==> config.mk <==
export PLATFORM = sky130hd
export DESIGN_NAME = jss_stencil
export DESIGN_NICKNAME = d
export VERILOG_FILES = /design/src/rtl/core/jss_pkg.sv /design/src/rtl/core/jss_stencil.sv
export SDC_FILE = /design/constraint.sdc
export NUM_CORES = 1
export LEC_CHECK = 0
export ABC_CLOCK_PERIOD_IN_PS = 11400
export BUFFER_PORTS_ARGS = -buffer_cell sky130_fd_sc_hd__buf_2
export CORE_MARGIN = 2
export CORE_UTILIZATION = 43
export DETAILED_ROUTE_END_ITERATION = 16
export PLACE_DENSITY_LB_ADDON = 0.05
export SLEW_MARGIN = 20
export SYNTH_ARGS = -nofsm -noshare
export SYNTH_HDL_FRONTEND = slang
export SYNTH_SLANG_ARGS = --single-unit
==> constraint.sdc <==
create_clock -name vclk -period 11.4
set_clock_uncertainty 0.15 [all_clocks]
set_input_delay 1.71 -clock vclk [all_inputs]
set_output_delay 1.71 -clock vclk [all_outputs]
set_load 0.05 [all_outputs]
==> src/rtl/core/jss_pkg.sv <==
// Shared types and constants for the Jacobi five-point stencil sweep.
// No dependencies; used by every module under rtl/core.
`timescale 1ns / 1ps

package jss_pkg;

  // Default sizes, handed to the top-level parameters
  localparam int unsigned MAX_COLS_DEF  = 512;
  localparam int unsigned MAX_ROWS_DEF  = 512;
  localparam int unsigned TEMP_BITS_DEF = 16;

  // Fixed field widths
  localparam int unsigned SIZE_W  = 10;  // cols_in_use / rows_in_use
  localparam int unsigned EPS_W   = 16;  // epsilon
  localparam int unsigned CHG_W   = 16;  // max_change
  localparam int unsigned IDX_W   = 9;   // row_index / col_index
  localparam int unsigned CFG_DW  = 16;  // widest config register
  localparam int unsigned CFG_AW  = 2;

  // Register reset values
  localparam int unsigned SIZE_RST = 512;
  localparam int unsigned EPS_RST  = 1;

  // Smallest grid side the stencil accepts
  localparam int unsigned SIZE_MIN = 3;

  // Mean of four neighbors: divide by 4.0 is a shift by two
  localparam int unsigned AVG_SHIFT = 2;

  typedef enum logic [CFG_AW-1:0] {
    CFG_COLS = 2'd0,
    CFG_ROWS = 2'd1,
    CFG_EPS  = 2'd2
  } cfg_idx_e;

endpackage

==> src/rtl/core/jss_stencil.sv <==
// Five-point update: truncated mean, absolute change, running max, converged.
// Purely combinational. Depends on jss_pkg.
`timescale 1ns / 1ps

module jss_stencil #(
  parameter int unsigned TEMP_BITS = jss_pkg::TEMP_BITS_DEF
) (
  input  logic [TEMP_BITS-1:0]      north_i,
  input  logic [TEMP_BITS-1:0]      south_i,
  input  logic [TEMP_BITS-1:0]      west_i,
  input  logic [TEMP_BITS-1:0]      east_i,
  input  logic [TEMP_BITS-1:0]      center_i,
  input  logic                      interior_i,
  input  logic [TEMP_BITS-1:0]      rmax_i,
  input  logic [jss_pkg::EPS_W-1:0] eps_i,
  output logic [TEMP_BITS-1:0]      new_val_o,
  output logic [TEMP_BITS-1:0]      rmax_next_o,
  output logic [jss_pkg::CHG_W-1:0] chg_o,
  output logic                      conv_o
);

  logic [TEMP_BITS+1:0] sum;
  logic [TEMP_BITS-1:0] avg;
  logic [TEMP_BITS-1:0] diff;
  logic [31:0]          rmax32;

  assign sum = {2'b00, north_i} + {2'b00, south_i} + {2'b00, west_i} + {2'b00, east_i};
  assign avg = TEMP_BITS'(sum >> jss_pkg::AVG_SHIFT);
  assign diff = (avg > center_i) ? (avg - center_i) : (center_i - avg);

  assign new_val_o   = interior_i ? avg : center_i;
  assign rmax_next_o = (interior_i && (diff > rmax_i)) ? diff : rmax_i;

  // change is reported on a 16-bit field
  assign rmax32 = 32'(rmax_next_o);
  assign chg_o  = rmax32[jss_pkg::CHG_W-1:0];
  assign conv_o = (chg_o < eps_i);

endmodule

* Yosys cells after proc, flatten, opt, wreduce, memory -nomap -nowiden *
Cells that the tools add are included.

storage, ports and cells
  register bits = 0
  input bits = 113
  output and inout port bits = 49

cells by class
  add/subtract/negate cells = 5
  order comparisons = 3
  mux-type cells = 3
  reductions and logical operators = 1

operator list
  cell                                       number
  16-bit 2-to-1 mux                          3
  16-bit > comparator                        2
  16-bit subtractor                          2
  17-bit by 16-bit adder with 18-bit output  1
  18-bit by 16-bit adder with 18-bit output  1
  16-bit by 16-bit adder with 17-bit output  1
  16-bit less-than comparator                1
  1-bit logical AND                          1

* Logic depth before layout (Yosys ltp) *
Gate-level depths: netlist of the first run.

  depth in word-level cells = 9
  gate-level depth with buffers = 45

* Least setup slack after synthesis of the first run *
Ideal clock, no wire load.

  path type = input to output
  start = in north_i[1]
  end = out conv_o
  arrival = 11.933 ns
  slack = -2.393 ns
  cell stages on the path = 40
  path through = inv_1 -> fa_1 -> inv_1 -> fa_1 -> nand2_1 -> nor2_1 -> fa_1 -> a21o_1 -> a21oi_1 -> nor2b_1 -> o21a_1 -> o311ai_1 -> a311o_1 -> o21a_1 -> nand2b_1 -> a21oi_1 -> ha_1 -> nand4_1 -> [... 4 more ...] -> a221o_1 -> nand4bb_1 -> o211a_1 -> ha_1 -> nand3_1 -> nor3_1 -> nand2_1 -> o21ai_0 -> a31oi_1 -> clkbuf_1 -> o21ai_0 -> ha_1 -> and4_1 -> a21oi_1 -> nand2_1 -> a221oi_1 -> o21ai_0 -> o41ai_1

between the ends
  word-level cells in the longest chain between the ends = 9
  elaborated cells on any way between the ends = 11
  those cells by class = add/sub (5); order compare (3); mux (2); reduce/logical (1)

ends and longest elaborated chain
  what                                                             RTL line           text
  from (decl)                                                      jss_stencil.sv:8   input logic [TEMP_BITS-1:0] north_i,
  16-bit by 16-bit adder with 17-bit output (*)                    jss_stencil.sv:27  assign sum = {2'b00, north_i} + {2'b00, south_i} + {2'b00, west_i} + {2'b00, east_i};
  17-bit by 16-bit adder with 18-bit output (*)                    jss_stencil.sv:27
  18-bit by 16-bit adder with 18-bit output (*)                    jss_stencil.sv:27
  16-bit subtractor / 16-bit > comparator (equally long branches)  jss_stencil.sv:29  assign diff = (avg > center_i) ? (avg - center_i) : (center_i - avg);
  16-bit 2-to-1 mux (*)                                            jss_stencil.sv:29
  16-bit > comparator                                              jss_stencil.sv:32  assign rmax_next_o = (interior_i && (diff > rmax_i)) ? diff : rmax_i;
  1-bit logical AND                                                jss_stencil.sv:32
  16-bit 2-to-1 mux (*)                                            jss_stencil.sv:32
  named net chg_o, one bit                                         jss_stencil.sv:18  output logic [jss_pkg::CHG_W-1:0] chg_o,
  16-bit less-than comparator (*)                                  jss_stencil.sv:37  assign conv_o = (chg_o < eps_i);
  to (decl)                                                        jss_stencil.sv:19  output logic conv_o

The timed path passes the listed nets; every way through them passes the cells marked *.

* Final worst setup path of the first run *
  start = in north_i[1]
  end = out conv_o

between the ends
  word-level cells in the longest chain between the ends = 9
  elaborated cells on any way between the ends = 11
  those cells by class = add/sub (5); order compare (3); mux (2); reduce/logical (1)

ends and longest elaborated chain
  what                                                             RTL line
  16-bit by 16-bit adder with 17-bit output (*)                    jss_stencil.sv:27
  17-bit by 16-bit adder with 18-bit output (*)                    jss_stencil.sv:27
  18-bit by 16-bit adder with 18-bit output (*)                    jss_stencil.sv:27
  16-bit subtractor / 16-bit > comparator (equally long branches)  jss_stencil.sv:29
  16-bit 2-to-1 mux (*)                                            jss_stencil.sv:29
  16-bit > comparator                                              jss_stencil.sv:32
  1-bit logical AND                                                jss_stencil.sv:32
  16-bit 2-to-1 mux (*)                                            jss_stencil.sv:32
  16-bit less-than comparator (*)                                  jss_stencil.sv:37

Every way passes the cells marked *; elsewhere a longest branch is shown, timed or not.

==> impl_metrics.json, run 1 <==
{
  "die_area_mm2": 0.0111,
  "grtUsageTotal_pct": 20.7,
  "fin_area_mm2": 0.00633,
  "start_util_pct": 44.7,
  "hold_viol_final": 0,
  "synth_top_family_by_area": "adder cells",
  "yosys_warnings": 0,
  "synthTopCellsByArea": "ha_1, fa_1, inv_1",
  "drc_errors": 0,
  "holdPathStages": 4,
  "drtIter0Drc": 154,
  "ant_nets": 0,
  "critPathCaptureType": "output pin",
  "layout.nets": 1060,
  "slowest_delay_ns": 0.52,
  "crit_top_cell": "nand2_1",
  "drtPass1Iterations": 5,
  "post-route-util_pct": 64.1,
  "core_mm2": 0.00986,
  "layout_worst_path_cycle_share_pct": 103,
  "die-width_um": 105,
  "crit_fanout": 7,
  "via_per_inst": 4.86,
  "place_area_mm2": 0.00609,
  "io_pins": 162,
  "rsz0062_at_grt": "true",
  "overflow": 0,
  "worst_pin_slew_ns": 0.603,
  "avgSynthCellArea_um2": 7.21,
  "hp-start": "rmax_i[0]",
  "routabilityCongestion": 0.848,
  "syn_to_final_growth_pct": 43.6,
  "grt_max_degree": 32,
  "io_buffers": 162,
  "synthXorXnorAreaFrac_pct": 5.17,
  "status": "finished, violations left",
  "antenna_found_initial": 0,
  "hpwl_um": 10400,
  "fin_crit_ns": 11.69,
  "yosysTopAreaCellShare_pct": 21.9,
  "crit_arrival_ns": 9.83,
  "nFillCells": 861,
  "min_path_type": "in -> out",
  "syn-instance-count": 611,
  "grt_pass1_vias": 4610,
  "netlist_area_mm2": 0.00441,
  "setup-violations-final": 1,
  "vias": 4700,
  "worst_path_max_delay_cell": "fa_1",
  "critPathKind": "in -> out",
  "critPathRequiredTime_ns": 9.54,
  "yosys.area_share.simple_pct": 15.6,
  "fin_ws_ns": -0.290,
  "core.rowCount": 36,
  "syn-num-nets": 835,
  "grt_pass1_wl_um": 20000,
  "n_sequential_cell": 0,
  "layout_common_cells": "buf_2, inv_1, buf_4",
  "n_antenna_cell": 0,
  "relSlewSlack_pct": 59.8,
  "wl_per_cell_um": 12.0,
  "violations": "negative setup slack",
  "n_clock_buffer": 0,
  "die_y_um": 105,
  "hold_end": "rmax_next_o[0]",
  "ys_seq_area_share_pct": 0,
  "finalMaxSlewViolations": 0,
  "synth_mux_area_share_pct": 5.23,
  "synth_top_area_cell": "ha_1",
  "startpoint_type": "input port",
  "synth_cell_type_count": 58,
  "max_cap_viol_count": 0,
  "fmax_mhz": 85.5,
  "drt_wl_total_um": 11600,
  "synthAdderAreaFrac_pct": 37.3,
  "final_common_cell": "buf_2",
  "synth-compound-area-share_pct": 19.8,
  "regArea_um2": 0,
  "layout-drive-gt1-share_pct": 38.7
}
[stage by stage]
step,std cells,TNS [ns],hold WS (ns),worst slack (ns)
after floorplan,611,-0.176,3.50,-0.176
after global placement,957,-0.388,3.72,-0.388
after detailed placement,957,-0.696,3.73,-0.696
after CTS,963,-0.408,3.73,-0.408
after global routing,967,-0.704,3.75,-0.704
final,967,-0.290,3.73,-0.290
[timing repair]
action | in CTS | in global routing
gates resized for setup | 17 | 11
buffers inserted | 6 | 3
hold endpoints to repair | 0 | 0
hold buffers | 0 | 0
gates cloned | 0 | 1
setup endpoints to repair | 1 | 1
pin swaps | 18 | 11
[worst max-delay path: cells and delay by family]
kind | cells | cell delay [ns]
adders and majority gates | 6 | 2.15
buffers and inverters | 7 | 0.80
and+or+nand+nor | 12 | 1.35
muxes | 1 | 0.33
AOI/OAI and AO/OA | 20 | 3.44
[cells in the mapped netlist, drive strengths merged (11+ instances only)]
library cell,n
nor3,11
buf,27
nor2b,12
xnor2,18
o21ai,42
inv,147
fa,34
a21oi,39
nor2,33
ha,77
mux2i,11
nand2,44
a21o,15
[cell type report]
cell class,count,area (um2),area share (%)
repair buffers,255,1570,24.8
inverters,147,559,8.84
multi-input cells,432,4030,63.7
well taps,133,166,2.63
[layer usage]
layer,routed length [um],up-vias,GRT usage [%]
li1,-,2442,-
met5,0,-,0
met1,5230,2124,27.3
met3,510,2,1.11
met2,5850,132,39.0
met4,19,0,0.667
[worst max path at each step]
stage / start / to / cells past startpoint / slack [ns]
final: north_i[1] / conv_o / 46 / -0.29
after global routing: north_i[1] / conv_o / 44 / -0.70
after CTS: north_i[1] / conv_o / 43 / -0.41
after detailed placement: west_i[2] / conv_o / 42 / -0.70
after global placement: west_i[2] / conv_o / 39 / -0.39
after floorplan: west_i[2] / conv_o / 38 / -0.18
[kinds of logic (layout without fill, tap and decap cells)]
kind of cell	after synthesis	after routing
xor+xnor	26	26
simple gates	138	138
mux	21	21
buf+inv	179	402
compound gates	136	136
fa+ha+maj	111	111
Power of run 1 is not shown: default switching activity piles up to over one toggle a cycle in this logic, so the estimate is an artifact.
==> inputs of run 2 (changes only) <==
--- a/config.mk
+++ b/config.mk
@@ -5,7 +5,8 @@
 export SDC_FILE = /design/constraint.sdc
 export NUM_CORES = 1
 export LEC_CHECK = 0
-export ABC_CLOCK_PERIOD_IN_PS = 11400
+export ABC_AREA = 1
+export ABC_CLOCK_PERIOD_IN_PS = 14600
 export BUFFER_PORTS_ARGS = -buffer_cell sky130_fd_sc_hd__buf_2
 export CORE_MARGIN = 2
 export CORE_UTILIZATION = 43
==> constraint.sdc (replaced) <==
create_clock -name vclk -period 14.6
set_clock_uncertainty 0.15 [all_clocks]
set_input_delay 2.19 -clock vclk [all_inputs]
set_output_delay 2.19 -clock vclk [all_outputs]
set_load 0.05 [all_outputs]
==> impl_metrics.json, run 2 <==
{
  "grt_pass1_wl_um": 20100,
  "overflow": 0,
  "synthTopCellsByArea": "ha_1, inv_1, fa_1",
  "io_buffers": 162,
  "drtIter0Drc": 170,
  "layout_worst_path_cycle_share_pct": 82.9,
  "layout.nets": 1132,
  "grt_pass1_vias": 4756,
  "syn_to_final_growth_pct": 17.2,
  "crit_arrival_ns": 9.76,
  "multi_input_area_mm2": 0.00377,
  "critPathRequiredTime_ns": 12.26,
  "synth_cell_type_count": 39,
  "fin_tns_setup_ns": 0,
  "netlist_area_mm2": 0.00472,
  "status": "complete, no violations",
  "relSlewSlack_pct": 44.9,
  "synthAdderAreaFrac_pct": 34.8,
  "final_common_cell": "inv_1",
  "ant_nets": 0,
  "wl_per_cell_um": 11.7,
  "synth_mux_area_share_pct": 0.212,
  "io_pins": 162,
  "use_met2_pct": 40.4,
  "hp-start": "center_i[12]",
  "min_path_type": "in -> out",
  "critPathCaptureType": "output pin",
  "use_met3_pct": 1.32,
  "synth_top_area_cell": "ha_1",
  "core_mm2": 0.0108,
  "die_area_mm2": 0.0118,
  "start_util_pct": 43.8,
  "routabilityCongestion": 0.889,
  "hpwl_um": 11400,
  "synth-compound-area-share_pct": 18.0,
  "yosys.area_share.simple_pct": 20.7,
  "max_cap_viol_count": 0,
  "die-width_um": 109,
  "setup-violations-final": 0,
  "cts_setup_buffers": 0,
  "grtUsageTotal_pct": 20.4,
  "slowest_delay_ns": 0.52,
  "use_met1_pct": 24.6,
  "startpoint_type": "input port",
  "die_y_um": 109,
  "grt_max_degree": 31,
  "syn-num-nets": 993,
  "nFillCells": 1172,
  "vias": 4972,
  "yosysTopAreaCellShare_pct": 20.4,
  "layout_common_cells": "inv_1, nand2_1, buf_2",
  "synth_top_cells_by_count": "inv_1, nand2_1, ha_1",
  "regArea_um2": 0,
  "avgSynthCellArea_um2": 6.14,
  "n_clock_buffer": 0,
  "worst_pin_slew_ns": 0.825,
  "grt.busiest_layer": "met2",
  "drtPass1Iterations": 4,
  "crit_top_cell": "nand2_1",
  "layout-drive-gt1-share_pct": 20.0,
  "finalMaxSlewViolations": 0,
  "drt_wl_total_um": 12200,
  "critPathKind": "in -> out",
  "core.rowCount": 38,
  "syn-instance-count": 769,
  "ctsHoldBuffers": 0,
  "synth_most_common_cell": "inv_1",
  "post-route-util_pct": 51.3,
  "drc_errors": 0,
  "n_sequential_cell": 0,
  "holdPathStages": 4,
  "yosys_warnings": 0,
  "ys_seq_area_share_pct": 0,
  "hold_end": "new_val_o[12]",
  "synthXorXnorAreaFrac_pct": 6.09,
  "synth_top_family_by_area": "adder cells",
  "fmax_mhz": 82.6,
  "crit_fanout": 30,
  "worst_path_max_delay_cell": "fa_1",
  "n_antenna_cell": 0,
  "fin_crit_ns": 12.10,
  "hold_viol_final": 0,
  "rsz0062_at_grt": "false",
  "via_per_inst": 4.75,
  "post_cts_resized": 0,
  "antenna_found_initial": 0
}
[run 2: cell type report]
cell class                 instances  area share (%)
inverter                         208            14.1
timing repair buffer             162            14.6
multi-input combinational        536            68.1
tap                              140            3.16
[run 2: metal layers]
metal  routed length, um  vias to the layer above  share of wire [%]
met2                6110                      137                 50
met3                 615                       10                5.0
met1                5370                     2197                 44
met4                 135                        0                1.1
li1                    -                     2628                  -
met5                   0                        -                  0
[run 2: cell families after synthesis]
kind of cell / Yosys count
compound gates: 148
buf+inv: 233
fa+ha+maj: 111
mux: 1
simple gates: 244
xor+xnor: 32
[run 2: worst max-delay path by stage]
stage / to / startpoint
floorplan: conv_o / north_i[1]
global placement: conv_o / north_i[1]
global route: conv_o / north_i[1]
finish: conv_o / north_i[1]
CTS: conv_o / north_i[1]
detailed placement: conv_o / north_i[1]
[run 2: through the flow]
step	hold WS [ns]	area, um2	setup WS (ns)	cells
6_report	4.65	5540	2.50	1046
5_1_grt	4.68	5540	1.56	1046
4_1_cts	4.66	5540	2.35	1046
3_5_place_dp	4.65	5540	2.37	1046
3_3_place_gp	4.65	5540	2.56	1046
2_1_floorplan	4.56	4720	2.39	769
[run 2: critical path: cells and delay by family]
kind	cells	cell delay, ns
AOI/OAI and AO/OA	9	1.50
xor gates and xnor gates	1	0.26
adders and majority gates	6	2.26
buffers and inverters	8	0.88
and+or+nand+nor	22	2.63
Power of run 2 is left out for the same reason.
==> inputs of run 3 (changes only) <==
--- a/config.mk
+++ b/config.mk
@@ -6,7 +6,7 @@
 export NUM_CORES = 1
 export LEC_CHECK = 0
 export ABC_AREA = 1
-export ABC_CLOCK_PERIOD_IN_PS = 14600
+export ABC_CLOCK_PERIOD_IN_PS = 12200
 export BUFFER_PORTS_ARGS = -buffer_cell sky130_fd_sc_hd__buf_2
 export CORE_MARGIN = 2
 export CORE_UTILIZATION = 43
==> constraint.sdc (replaced) <==
create_clock -name vclk -period 12.2
set_clock_uncertainty 0.15 [all_clocks]
set_input_delay 1.83 -clock vclk [all_inputs]
set_output_delay 1.83 -clock vclk [all_outputs]
set_load 0.05 [all_outputs]
==> impl_metrics.json, run 3 (synthesis results as in run 2) <==
{
  "overflow": 0,
  "io_buffers": 162,
  "core.rowCount": 38,
  "antenna_found_initial": 0,
  "hpwl_um": 11200,
  "critPathBufInv": 8,
  "min_path_type": "in -> out",
  "grt_pass1_wl_um": 20000,
  "grtUsageTotal_pct": 20.3,
  "fmax_mhz": 89.4,
  "crit_family": "simple AND/OR/NAND/NOR gates",
  "syn_to_final_growth_pct": 17.3,
  "die_y_um": 109,
  "startpoint_type": "input port",
  "rsz0062_at_grt": "false",
  "start_util_pct": 43.8,
  "core_mm2": 0.0108,
  "relSlewSlack_pct": 60.7,
  "nFillCells": 1162,
  "slowest_delay_ns": 0.52,
  "grt_max_degree": 31,
  "fin_crit_ns": 11.19,
  "use_met1_pct": 24.3,
  "place_area_mm2": 0.00554,
  "status": "complete, no violations",
  "regArea_um2": 0,
  "use_met2_pct": 40.4,
  "n_clock_buffer": 0,
  "n_sequential_cell": 0,
  "critPathCaptureType": "output pin",
  "crit_fanout": 30,
  "cts_setup_buffers": 0,
  "layout_common_cells": "inv_1, nand2_1, buf_2",
  "worst_pin_slew_ns": 0.583,
  "die_area_mm2": 0.0118,
  "routabilityCongestion": 0.889,
  "hold_viol_final": 0,
  "io_pins": 162,
  "drtIter0Drc": 175,
  "via_per_inst": 4.75,
  "use_met3_pct": 1.32,
  "crit_arrival_ns": 9.21,
  "final_common_cell": "inv_1",
  "n_antenna_cell": 0,
  "grt_pass1_vias": 4781,
  "drtPass1Iterations": 4,
  "critPathRequiredTime_ns": 10.22,
  "drc_errors": 0,
  "grt.busiest_layer": "met2",
  "worst_path_max_delay_cell": "fa_1",
  "wl_per_cell_um": 11.7,
  "layout-drive-gt1-share_pct": 20.1,
  "fin_tns_setup_ns": 0,
  "multi_input_area_mm2": 0.00377,
  "drt_wl_total_um": 12200,
  "die-width_um": 109,
  "vias": 4970,
  "post-route-util_pct": 51.3,
  "max_cap_viol_count": 0,
  "critPathKind": "in -> out",
  "crit_top_cell": "nand2_1",
  "layout_worst_path_cycle_share_pct": 91.7,
  "ant_nets": 0,
  "ctsHoldBuffers": 0,
  "layout.nets": 1132,
  "fin_area_mm2": 0.00554,
  "finalMaxSlewViolations": 0,
  "setup-violations-final": 0
}
run 3: layout make-up:
class                           instances  share of cell area, %
Multi-Input combinational cell        536                   68.1
Timing Repair Buffer                  162                   14.6
Inverter                              208                   14.1
Tap cell                              140                   3.16
run 3: layer usage:
layer / vias to the layer above / share of wire (%)
met1: 2197 / 45
met2: 134 / 49
li1: 2631 / -
met3: 8 / 4.6
met4: 0 / 0.96
met5: - / 0
run 3: repair_timing:
| item | CTS | global route |
|---|---|---|
| setup endpoints to repair | 0 | 1 |
| endpoints found under the hold margin | 0 | 0 |
| resized for setup | 0 | 1 |
run 3: metrics by stage:
| stage | std cells | setup WS (ns) | hold WS [ns] |
|---|---|---|---|
| 2_1_floorplan | 769 | 0.710 | 3.84 |
| 3_3_place_gp | 1046 | 0.879 | 3.93 |
| 3_5_place_dp | 1046 | 0.670 | 3.93 |
| 4_1_cts | 1046 | 0.653 | 3.93 |
| 5_1_grt | 1046 | 0.230 | 3.95 |
| 6_report | 1046 | 1.01 | 3.93 |
run 3: worst paths after layout:
| kind | from | to | slack [ns] | cells after the start |
|---|---|---|---|---|
| hold / removal | center_i[12] | new_val_o[12] | 3.93 | 4 |
| setup / recovery | north_i[1] | conv_o | 1.01 | 46 |
Power of run 3 is left out for the same reason.
