$ cat config.mk
export PLATFORM = sky130hd
export DESIGN_NAME = jss_cfg
export DESIGN_NICKNAME = d
export VERILOG_FILES = /design/src/rtl/core/jss_pkg.sv /design/src/rtl/core/jss_cfg.sv
export SDC_FILE = /design/constraint.sdc
export NUM_CORES = 1
export LEC_CHECK = 0
export BUFFER_PORTS_ARGS = -buffer_cell sky130_fd_sc_hd__buf_2
export CELL_PAD_IN_SITES_DETAIL_PLACEMENT = 1
export CELL_PAD_IN_SITES_GLOBAL_PLACEMENT = 2
export CORE_UTILIZATION = 30
export CTS_CLUSTER_SIZE = 24
export DETAILED_ROUTE_END_ITERATION = 8
export GPL_TIMING_DRIVEN = 0
export PLACE_DENSITY_LB_ADDON = 0.2
export SETUP_SLACK_MARGIN = 0.05
export SLEW_MARGIN = 10
export SYNTH_ARGS = -nofsm -noshare
export SYNTH_HDL_FRONTEND = slang
export SYNTH_SLANG_ARGS = --single-unit
$ cat constraint.sdc
create_clock -name clk_i -period 0.95 [get_ports clk_i]
set_input_delay 0.095 -clock clk_i [delete_from_list [all_inputs] [get_ports clk_i]]
set_output_delay 0.095 -clock clk_i [all_outputs]
set_load 0.1 [all_outputs]
$ cat src/rtl/core/jss_pkg.sv
// Shared types and constants for the Jacobi five-point stencil sweep.
// No dependencies; used by every module under rtl/core.
`timescale 1ns / 1ps

package jss_pkg;

  // Default sizes, handed to the top-level parameters
  localparam int unsigned MAX_COLS_DEF  = 512;
  localparam int unsigned MAX_ROWS_DEF  = 512;
  localparam int unsigned TEMP_BITS_DEF = 16;

  // Fixed field widths
  localparam int unsigned SIZE_W  = 10;  // cols_in_use / rows_in_use
  localparam int unsigned EPS_W   = 16;  // epsilon
  localparam int unsigned CHG_W   = 16;  // max_change
  localparam int unsigned IDX_W   = 9;   // row_index / col_index
  localparam int unsigned CFG_DW  = 16;  // widest config register
  localparam int unsigned CFG_AW  = 2;

  // Register reset values
  localparam int unsigned SIZE_RST = 512;
  localparam int unsigned EPS_RST  = 1;

  // Smallest grid side the stencil accepts
  localparam int unsigned SIZE_MIN = 3;

  // Mean of four neighbors: divide by 4.0 is a shift by two
  localparam int unsigned AVG_SHIFT = 2;

  typedef enum logic [CFG_AW-1:0] {
    CFG_COLS = 2'd0,
    CFG_ROWS = 2'd1,
    CFG_EPS  = 2'd2
  } cfg_idx_e;

endpackage

$ cat src/rtl/core/jss_cfg.sv
// Configuration registers: grid size (stored as clamped last index) and epsilon.
// Depends on jss_pkg.
`timescale 1ns / 1ps

module jss_cfg #(
  parameter int unsigned MAX_COLS = jss_pkg::MAX_COLS_DEF,
  parameter int unsigned MAX_ROWS = jss_pkg::MAX_ROWS_DEF,
  localparam int unsigned COL_W   = $clog2(MAX_COLS),
  localparam int unsigned ROW_W   = $clog2(MAX_ROWS)
) (
  input  logic                         clk_i,
  input  logic                         rst_ni,
  input  logic                         cfg_we_i,
  input  logic [jss_pkg::CFG_AW-1:0]   cfg_idx_i,
  input  logic [jss_pkg::CFG_DW-1:0]   cfg_wdata_i,
  output logic [COL_W-1:0]             cols_last_o,
  output logic [ROW_W-1:0]             rows_last_o,
  output logic [jss_pkg::EPS_W-1:0]    eps_o
);

  localparam int unsigned COLS_RST =
    (jss_pkg::SIZE_RST > MAX_COLS) ? MAX_COLS : jss_pkg::SIZE_RST;
  localparam int unsigned ROWS_RST =
    (jss_pkg::SIZE_RST > MAX_ROWS) ? MAX_ROWS : jss_pkg::SIZE_RST;

  // clamp into [SIZE_MIN, hi], return last index
  function automatic logic [31:0] last_idx(input logic [jss_pkg::SIZE_W-1:0] v,
                                           input logic [31:0] hi);
    logic [31:0] v32;
    logic [31:0] c;
    v32 = 32'(v);
    if (v32 < 32'(jss_pkg::SIZE_MIN)) c = 32'(jss_pkg::SIZE_MIN);
    else if (v32 > hi)                c = hi;
    else                              c = v32;
    return c - 32'd1;
  endfunction

  logic [COL_W-1:0]          cols_last_q, cols_last_d;
  logic [ROW_W-1:0]          rows_last_q, rows_last_d;
  logic [jss_pkg::EPS_W-1:0] eps_q, eps_d;
  logic [31:0]               cols_l32, rows_l32;

  assign cols_l32 = last_idx(cfg_wdata_i[jss_pkg::SIZE_W-1:0], 32'(MAX_COLS));
  assign rows_l32 = last_idx(cfg_wdata_i[jss_pkg::SIZE_W-1:0], 32'(MAX_ROWS));

  always_comb begin
    cols_last_d = cols_last_q;
    rows_last_d = rows_last_q;
    eps_d       = eps_q;
    if (cfg_we_i) begin
      case (cfg_idx_i)
        jss_pkg::CFG_COLS: cols_last_d = cols_l32[COL_W-1:0];
        jss_pkg::CFG_ROWS: rows_last_d = rows_l32[ROW_W-1:0];
        jss_pkg::CFG_EPS:  eps_d       = cfg_wdata_i[jss_pkg::EPS_W-1:0];
        default: ;
      endcase
    end
  end

  always_ff @(posedge clk_i or negedge rst_ni) begin
    if (!rst_ni) begin
      cols_last_q <= COL_W'(COLS_RST - 1);
      rows_last_q <= ROW_W'(ROWS_RST - 1);
      eps_q       <= jss_pkg::EPS_W'(jss_pkg::EPS_RST);
    end else begin
      cols_last_q <= cols_last_d;
      rows_last_q <= rows_last_d;
      eps_q       <= eps_d;
    end
  end

  assign cols_last_o = cols_last_q;
  assign rows_last_o = rows_last_q;
  assign eps_o       = eps_q;

endmodule

## Yosys cells after proc, flatten, opt, wreduce, memory -nomap -nowiden

Index checks and enable logic that the tools add are counted.
W data, S select, Z words.

| storage, ports and cells | value |
|---|---|
| register bits after elaboration | 34 |
| bits of input ports | 21 |
| output and inout bits | 34 |
| word-level logic and storage cells | 14 |

| operators by class | value |
|---|---|
| $add $sub $neg | 1 |
| magnitude comparators | 2 |
| equal/unequal tests | 2 |
| mux-type cells | 2 |
| reductions and logical operators | 4 |

Operators by type and width:

| operator | number |
|---|---|
| $mux W9 | 2 |
| $gt A10 B10 Y1 const B | 1 |
| $lt A10 B2 Y1 const B | 1 |
| $sub A9 B1 Y9 const B | 1 |
| $reduce_and A2 Y1 | 3 |
| $eq A2 B1 Y1 const B | 1 |
| $eq A2 B2 Y1 const B | 1 |
| $logic_not A2 Y1 | 1 |

## Longest topological paths before layout

Gate-level depths: netlist (run 1).

| depth | value |
|---|---|
| word-level depth | 4 |
| depth in mapped cells | 10 |
| mapped depth without buffers | 9 |

## Worst setup path before layout (run 1)

OpenSTA, ideal clock, no wires.

| timing | value |
|---|---|
| path kind | input port to flip-flop |
| from | input port cfg_wdata_i[2] in the netlist's numbering |
| to | register rows_last_q[4], in the netlist rows_last_o[4] |
| library setup time | 91 ps |
| arrival | 1666 ps |
| data required time | 859 ps |
| setup slack | -808 ps |
| cell stages on the path | 8 |
| buffers on the path | 1 |
| path through | nor4_4 a21oi_1 or2_2 ha_1 buf_4 nor2b_1 a221oi_1 o21ai_0 |

| between the ends | value |
|---|---|
| word-level cells in the longest chain between the ends | 4 |
| elaborated cells between the ends (all ways) | 5 |
| classes of those cells | add/sub: 1; order compare: 2; mux: 2 |

RTL lines:

| what | RTL line | RTL |
|---|---|---|
| from (decl) | jss_cfg.sv:15 | `input logic [jss_pkg::CFG_DW-1:0] cfg_wdata_i,` |
| $gt A10 B10 Y1 | jss_cfg.sv:33 | `else if (v32 > hi) c = hi;` |
| $mux W9 | jss_cfg.sv:33 |  |
| $mux W9 (*) | jss_cfg.sv:32 | `if (v32 < 32'(jss_pkg::SIZE_MIN)) c = 32'(jss_pkg::SIZE_MIN);` |
| $sub A9 B1 Y9 (*) | jss_cfg.sv:35 | `return c - 32'd1;` |
| to (signal assigned) | jss_cfg.sv:63 | `rows_last_q <= ROW_W'(ROWS_RST - 1);` |
| to (signal assigned) | jss_cfg.sv:67 | `rows_last_q <= rows_last_d;` |
| to (decl) | jss_cfg.sv:39 | `logic [ROW_W-1:0] rows_last_q, rows_last_d;` |

Mark *: on every way between the ends. The rest lies on a longest branch, timed or not.
A chain may end at the register's enable or synchronous reset.

## Worst setup path after layout (run 1)

| timing | value |
|---|---|
| from | input port cfg_wdata_i[4] in the netlist's numbering |
| to | register rows_last_q[6], in the netlist rows_last_o[6] |

The elaborated chain is that of the path after synthesis.

==> impl_metrics.yaml, run 1 <==
run_status:
  status: "finished, violations left"
  violations: "negative hold slack, negative setup slack"
clocking:
  clock_path_buffers: 2
  clkSinkCount: 34
  clk_latency_ns: 0.29
  cts_tree: "done"
  clkTransAtPathRegs_ns: 0.07
  htreeDepth: 2
  cts-root-buf: "clkbuf_8"
  cts_buffers: 5
layout:
  syn_to_final_growth_pct: 99.4
  diodes: 0
  final_common_cell: "buf_12"
  layout.nets: 242
  final_area_mm2: 0.00314
  seqCellArea_um2: 977
  drive_gt1_share_pct: 77.4
  postLayoutCoreUtil_pct: 64.3
  multiInputGateArea_um2: 848
  layout_common_cells: "buf_12, nand2_1, dfstp_4, buf_4, buf_6"
  fillers: 476
sta:
  period_needed_ns: 1.51
  holdWs_ns: -0.151
  finalMaxSlewViolations: 0
  setup_viol_count_final: 54
  clock-skew-final_ns: 0
  rsz0062_at_grt: "true"
  final.setup.worst_slack_ns: -0.562
  tightest_slew_ns: 0.754
  tns_ns: -10.58
  slew_headroom_pct: 49.7
  finalCritPeriodShare_pct: 159
  hold_violations: 15
  max_freq_mhz: 661
worst_setup_path:
  cp-startpoint: "cfg_wdata_i[4]"
  reg2reg_slack_ns: -0.04
  rr_endpoint: "eps_o[1]"
  path_max_fanout: 6
  critPathLaunchType: "input pin"
  reg2reg_from: "eps_o[1]"
  critPathKind: "input pin to register"
  cp-end-kind: "register"
  r2r_cells: 2
  cp.arrival_ns: 1.74
  endpoint: "rows_last_o[6]"
  worstPathRequired_ns: 1.17
die:
  ioPinCount: 55
  die_h_um: 74.4
  core_area_mm2: 0.00488
  dieArea_mm2: 0.00554
  initial_utilization_pct: 32.3
  rows: 25
  die_w_um: 74.4
pwr:
  cellLeakagePower_nw: 1.32
  p_per_area_mw_per_mm2: 2360
  ir_drop_mv: 1.34
synth:
  yosysSeqAreaShare_pct: 55.6
  yosysWarnings: 0
  syn_area_per_cell_um2: 11.7
  netlist_area_mm2: 0.00157
  synth-seq-cells: 34
  ys_types: 36
  synth_fp_nets: 157
  syn_inst: 135
global_routing:
  grt_pass1_vias: 1505
  antenna_found_initial: 0
  grt_max_degree: 35
  gr-usage-all-layers_pct: 18.8
  grt_pass1_wl_um: 7610
  overflow: 0
placement:
  gp_congestion: 0.819
  dpl_cell_area_mm2: 0.00211
  dp_slack_ns: -1.14
  hpwl_um: 3030
  portBuffers: 54
detailed_routing:
  vias_per_cell: 4.94
  drt-total-wl_um: 5360
  drt_first_pass_iters: 4
  via_count: 1422
  drt-wirelength-per-cell_um: 18.6
  remaining_drc_errors: 0
  drt.antenna.violating_nets: 0
  drt_iter0_markers: 66
min_path:
  hold_path.class: "input pin to asynchronous set/reset pin"
run:
  cap_violations: 0
-- kinds of logic (layout without fill, tap and decap cells) --
group                    count (synthesis)  in the layout  synth area share, %
flip-flops                              34             34                 55.6
AND/OR/NAND/NOR                         47             47                 16.4
buffers and inverters                    7             93                 3.58
XOR/XNOR                                 1              1                0.557
adder cells (fa/ha/maj)                  1              1                0.795
AO/OA/AOI/OAI                           27             27                 10.3
multiplexers                            18             18                 12.8
-- metrics by stage --
step	power (mW)	cells
final	7.42	288
after global routing	7.63	288
after CTS	7.14	282
after detailed placement	4.99	256
after global placement	4.94	256
after floorplan	4.55	135
-- final cells by class --
cell class                      count  share of cell area [%]
Buffer                              4                    1.51
Clock buffer                        7                    2.75
Clock inverter                      1                   0.159
Inverter                            1                   0.120
Multi-Input combinational cell     94                    27.0
Sequential cell                    34                    31.1
Tap cell                           67                    2.67
Timing Repair Buffer               80                    34.6
-- flip-flops by register name, summed over array words and instances (netlist names) --
register     flops
eps_o           16
cols_last_o      9
rows_last_o      9
-- worst min path at each step --
stage | to | slack (ns) | cells past startpoint
after floorplan | eps_o[3] | -0.20 | 0
after global placement | eps_o[11] | 0.18 | 1
after detailed placement | eps_o[11] | 0.21 | 1
after CTS | eps_o[11] | -0.11 | 1
after global routing | eps_o[1] | -0.08 | 1
final | eps_o[11] | -0.15 | 1
-- metal layers --
| metal | up-vias | part of all wire (%) | track usage (%) |
|---|---|---|---|
| li1 | 641 | - | - |
| met1 | 742 | 40 | 22.8 |
| met2 | 32 | 56 | 31.8 |
| met3 | 7 | 3.4 | 5.42 |
| met4 | 0 | 1.3 | 6.29 |
| met5 | - | 0 | 0 |
-- report_power, final --
group | switching [mW] | internal (mW) | total (mW)
clock network | 0.553 | 0.585 | 1.14
registers | 0.312 | 1.96 | 2.27
logic | 2.50 | 1.51 | 4.00
-- critical path, cell delays in order --
cell and delay, ns:
buf_8 0.10, nor4_4 0.36, a21oi_2 0.11, nor2_2 0.18, inv_2 0.06, ha_4 0.19
buf_6 0.12, mux2_4 0.27, a21oi_4 0.15, o31ai_2 0.09
-- synth_stat cells (all sizes together) --
master,n,area [um2]
a211oi,2,15.0
a21oi,8,40.0
a221oi,2,23.8
and4b,1,10.0
buf,4,35.0
clkbuf,2,17.5
dfrtp,15,375
dfstp,19,499
ha,1,12.5
inv,1,3.75
mux2,17,191
mux2i,1,10.0
nand2,17,63.8
nand2b,1,6.26
nand3b,1,7.51
nor2,9,33.8
nor2b,3,18.8
nor3,4,20.0
nor3b,1,7.51
nor4,2,27.5
o21ai,12,60.1
o31a,1,8.76
o31ai,2,15.0
or2,2,12.5
or2b,1,8.76
or3,3,23.8
or3b,2,17.5
xnor2,1,8.76
-- what timing repair did --
item	in CTS	in global routing
pin swaps	21	19
resized for setup	163	35
endpoints found under the setup margin	65	52
hold endpoints to repair	15	15
setup buffers	18	9
No activity file was read; power rests on OpenSTA's default activity.
==> inputs of run 2 (changes only) <==
- CORE_UTILIZATION: 30 -> 33
- clock period: 0.95 -> 1.8 ns (I/O delays scaled with it)
==> impl_metrics.yaml, run 2 (synthesis gave the netlist of run 1 again) <==
pwr:
  p_per_area_mw_per_mm2: 1420
  cellLeakagePower_nw: 0.981
  ir_drop_mv: 0.695
sta:
  setup_viol_count_final: 0
  tns_ns: 0
  rsz0062_at_grt: "true"
  hold_violations: 0
  period_needed_ns: 1.71
  tightest_slew_ns: 0.734
  max_freq_mhz: 585
  slew_headroom_pct: 51.0
  holdWs_ns: 0.128
  finalCritPeriodShare_pct: 95.0
  finalMaxSlewViolations: 0
  clock-skew-final_ns: 0
die:
  die_h_um: 71.1
  die_w_um: 71.1
  rows: 24
  initial_utilization_pct: 35.2
  dieArea_mm2: 0.00505
  ioPinCount: 55
  core_area_mm2: 0.00447
detailed_routing:
  drt_iter0_markers: 47
  drt_first_pass_iters: 6
  drt-total-wl_um: 3890
  drt-wirelength-per-cell_um: 15.1
  vias_per_cell: 4.93
  drt.antenna.violating_nets: 0
  remaining_drc_errors: 0
  via_count: 1272
global_routing:
  grt_pass1_wl_um: 6410
  gr-usage-all-layers_pct: 16.8
  overflow: 0
  grt_pass1_vias: 1358
  antenna_found_initial: 0
  grt_max_degree: 35
worst_setup_path:
  critPathMaxStageDelay_ns: 0.38
  r2r_cells: 1
  critPathKind: "input pin to register"
  cp_common_cell: "a21oi_2"
  cp-end-kind: "register"
  cp_slowest_cell: "nor4_4"
  path_max_fanout: 5
  worstPathRequired_ns: 2.01
  cp.arrival_ns: 1.92
  critPathLaunchType: "input pin"
  critical_path.cell_chain: "buf_12 > nor4_4 > a21oi_2 > or2_4 > ha_4 > buf_6 > buf_4 > mux2_2 > a21oi_2 > o31ai_1"
  reg2reg_slack_ns: 1.02
  rr_endpoint: "eps_o[5]"
  reg2reg_from: "eps_o[5]"
placement:
  dpl.cell_count: 241
  portBuffers: 54
  gp_congestion: 0.820
  dpl_cell_area_mm2: 0.00193
  hpwl_um: 2900
layout:
  drive_gt1_share_pct: 62.1
  largest_register_ffs: 16
  instances_no_fill: 258
  seqCellArea_um2: 875
  diodes: 0
  syn_to_final_growth_pct: 39.5
  postLayoutCoreUtil_pct: 49.1
  multiInputGateArea_um2: 704
  layout.nets: 227
  layout_common_cells: "buf_2, dfstp_2, mux2_2, nand2_1, dfrtp_1"
  fillers: 502
  final_area_mm2: 0.00220
  final_common_cell: "buf_2"
run:
  cap_violations: 0
clocking:
  clkSinkCount: 34
  clock_path_buffers: 2
  clk_latency_ns: 0.28
  htreeDepth: 2
  cts_tree: "done"
  cts_buffers: 5
  clkTransAtPathRegs_ns: 0.06
  cts-root-buf: "clkbuf_8"
min_path:
  hold_path.class: "input pin to register"
  min-delay-start: "cfg_wdata_i[11]"
  hold_end: "eps_o[11]"
  min_path_cells: 2
run_status:
  status: "completed"
## run 2: changes by cell type in the layout (fill, tap and decap cells not counted), sizes merged
cell and delta:
buf -17, dlygate4sd3 +1, clkbuf +1
## run 2: how the worst max path moves through the flow
| stage | from | end | slack [ns] | cells past startpoint |
|---|---|---|---|---|
| after global routing | cfg_wdata_i[4] | rows_last_o[6] | 0.04 | 10 |
| after floorplan | cfg_wdata_i[4] | cols_last_o[6] | 0.08 | 8 |
| after global placement | cfg_wdata_i[4] | cols_last_o[8] | -0.32 | 11 |
| after detailed placement | cfg_wdata_i[4] | cols_last_o[8] | -0.37 | 11 |
| final | cfg_wdata_i[4] | rows_last_o[6] | 0.09 | 10 |
| after CTS | cfg_wdata_i[6] | cols_last_o[8] | 0.07 | 11 |
## run 2: report_power, final
part	switching, mW	leakage (nW)	total, mW	internal [mW]
logic	1.25	0.556	1.52	0.261
registers	0.0669	0.377	1.03	0.958
clock network	0.259	0.0482	0.567	0.308
total	1.58	0.981	3.11	1.53
## run 2: critical path: cells and delay by family
| family | cells | cell delay [ns] |
|---|---|---|
| AND/OR/NAND/NOR | 2 | 0.65 |
| buffers and inverters | 3 | 0.36 |
| AO/OA/AOI/OAI | 3 | 0.31 |
| multiplexers | 1 | 0.27 |
| adder cells (fa/ha/maj) | 1 | 0.16 |
## run 2: per-stage QoR
| stage | setup slack (ns) | power, mW |
|---|---|---|
| 6_report | 0.0906 | 3.11 |
| 3_3_place_gp | -0.323 | 2.49 |
| 4_1_cts | 0.0709 | 3.11 |
| 3_5_place_dp | -0.370 | 2.52 |
| 2_1_floorplan | 0.0778 | 2.28 |
| 5_1_grt | 0.0379 | 3.24 |
## run 2: per-layer routing
| metal | up-vias | GRT usage [%] | routed length [um] |
|---|---|---|---|
| li1 | 614 | - | - |
| met1 | 610 | 18.3 | 1580 |
| met2 | 41 | 31.1 | 2060 |
| met3 | 7 | 4.56 | 193 |
| met4 | 0 | 6.00 | 57 |
| met5 | - | 0 | 0 |
## run 2: layout make-up
cell class                 count  area share (%)
inverter                       1           0.171
multi-input combinational     94            32.1
clock inverter                 1           0.228
sequential                    34            39.8
buffer                         6            2.56
clock buffer                   7            3.93
timing repair buffer          63            18.2
tap                           52            2.96
## run 2: what timing repair did
item	CTS	global route
pin swaps	1	11
endpoints found under the setup margin	6	6
hold buffers	1	0
hold endpoints to repair	15	0
gates resized for setup	2	37
setup buffers	2	6
==> inputs of run 3 (changes only) <==
- CELL_PAD_IN_SITES_GLOBAL_PLACEMENT: 2 -> 1
- CORE_UTILIZATION: 33 -> 40
==> impl_metrics.yaml, run 3 (synthesis gave the netlist of run 1 again) <==
pwr:
  comb_power_share_pct: 48.5
  swShare_pct: 51.3
  p_per_area_mw_per_mm2: 1460
  p_clk_share_pct: 18.5
  p_int_mw: 1.52
  power_frac_seq_pct: 33.0
  p_switching_mw: 1.60
  cellLeakagePower_nw: 0.953
  ir_drop_mv: 0.721
sta:
  finalMaxSlewViolations: 0
  max_freq_mhz: 589
  finalCritPeriodShare_pct: 94.4
  slew_headroom_pct: 50.4
  clock-skew-final_ns: 0
  rsz0062_at_grt: "true"
  final.setup.worst_slack_ns: 0.101
  tns_ns: 0
  period_needed_ns: 1.70
  tightest_slew_ns: 0.744
  hold_violations: 0
  setup_viol_count_final: 0
worst_setup_path:
  path_max_fanout: 6
  cp-end-kind: "register"
  critPathLaunchType: "input pin"
  critPathMaxStageDelay_ns: 0.37
  worstPathRequired_ns: 2.00
  critical_path.cell_chain: "buf_4 > nor3_2 > a21oi_2 > or2_4 > ha_2 > buf_6 > buf_4 > and4b_1 > o31ai_2"
  cp_common_cell: "buf_4"
  cp.arrival_ns: 1.90
  cp_slowest_cell: "nor3_2"
  critPathKind: "input pin to register"
die:
  ioPinCount: 55
  initial_utilization_pct: 42.4
  die_h_um: 64.7
  core_area_mm2: 0.00372
  die_w_um: 64.7
  dieArea_mm2: 0.00419
  rows: 22
placement:
  hpwl_um: 2940
  gp_congestion: 0.781
  dpl_cell_area_mm2: 0.00192
  portBuffers: 54
  dp_slack_ns: -0.428
run_status:
  status: "completed"
layout:
  final_common_cell: "buf_2"
  layout.nets: 225
  drive_gt1_share_pct: 62.3
  diodes: 0
  seqCellArea_um2: 875
  final_area_mm2: 0.00213
  multiInputGateArea_um2: 706
  largest_register_ffs: 16
  fillers: 422
  syn_to_final_growth_pct: 35.6
  layout_common_cells: "buf_2, dfstp_2, mux2_2, nand2_1, dfrtp_1"
clocking:
  cts-root-buf: "clkbuf_8"
  cts_tree: "done"
  clk_latency_ns: 0.28
  htreeDepth: 2
  clkSinkCount: 34
  clkTransAtPathRegs_ns: 0.07
  clock_path_buffers: 2
  cts_buffers: 5
global_routing:
  gr-usage-all-layers_pct: 20.9
  grt_pass1_wl_um: 6470
  overflow: 0
  antenna_found_initial: 0
  grt_pass1_vias: 1344
  grt_max_degree: 35
detailed_routing:
  drt-total-wl_um: 4020
  drt_first_pass_iters: 4
  via_count: 1298
  drt-wirelength-per-cell_um: 16.0
  drt.antenna.violating_nets: 0
  remaining_drc_errors: 0
  drt_iter0_markers: 45
  vias_per_cell: 5.15
run:
  cap_violations: 0
min_path:
  hold_path.class: "input pin to register"
==> run 3: power by group through the flow <==
stage | Sequential, mW | Combinational [mW] | Clock [mW]
after global routing | 1.05 | 1.56 | 0.625
after detailed placement | 1.04 | 1.48 | 0
after CTS | 1.03 | 1.50 | 0.591
final | 1.03 | 1.51 | 0.577
after floorplan | 2.10 | 0.187 | 0
after global placement | 1.03 | 1.46 | 0
==> run 3: worst paths after layout <==
check / startpoint / to / slack (ns) / depth (start not counted)
min in group asynchronous: rst_ni / eps_o[1] / 0.50 / 2
worst max-delay path: cfg_wdata_i[6] / rows_last_o[6] / 0.10 / 9
worst max register to register: cols_last_o[7] / cols_last_o[7] / 1.01 / 2
max in group asynchronous: rst_ni / eps_o[8] / 0.83 / 2
worst min-delay path: cfg_wdata_i[11] / eps_o[11] / 0.12 / 2
worst min register to register: cols_last_o[8] / cols_last_o[8] / 0.47 / 2
==> run 3: stage by stage <==
| stage | hold slack [ns] | util [%] | cells | power, mW |
|---|---|---|---|---|
| after floorplan | -0.116 | - | 135 | 2.28 |
| after global placement | 0.265 | 51.8 | 237 | 2.49 |
| after detailed placement | 0.289 | 51.8 | 237 | 2.53 |
| after CTS | 0.117 | 56.1 | 250 | 3.12 |
| after global routing | 0.113 | 57.4 | 252 | 3.23 |
| final | 0.123 | 57.4 | 252 | 3.11 |
==> run 3: critical path, delay by kind of cell <==
family | cells | cell delay, ns
AOI/OAI and AO/OA | 2 | 0.35
adders and majority gates | 1 | 0.17
and+or+nand+nor | 3 | 0.81
buffers and inverters | 3 | 0.39
==> run 3: cell type report <==
cell class | count | area share (%)
Sequential cell | 34 | 41.0
Inverter | 1 | 0.176
Clock inverter | 1 | 0.234
Clock buffer | 7 | 4.04
Tap cell | 48 | 2.81
Buffer | 6 | 2.64
Timing Repair Buffer | 61 | 16.1
Multi-Input combinational cell | 94 | 33.1
==> run 3: repair_timing <==
item / in CTS / in global routing
endpoints found under the hold margin: 15 / 0
hold buffers: 1 / 0
cloned: 0 / 0
setup endpoints to repair: 6 / 8
resized for setup: 12 / 8
pin swaps: 5 / 4
setup buffers: 4 / 2
==> run 3: per-layer routing <==
metal  vias up  GRT usage, %  routed length [um]
met5         -             0                   0
met4         0          8.33                  47
met3         7          4.05                 182
met2        39          38.2                2170
met1       637          23.6                1620
li1        615             -                   -
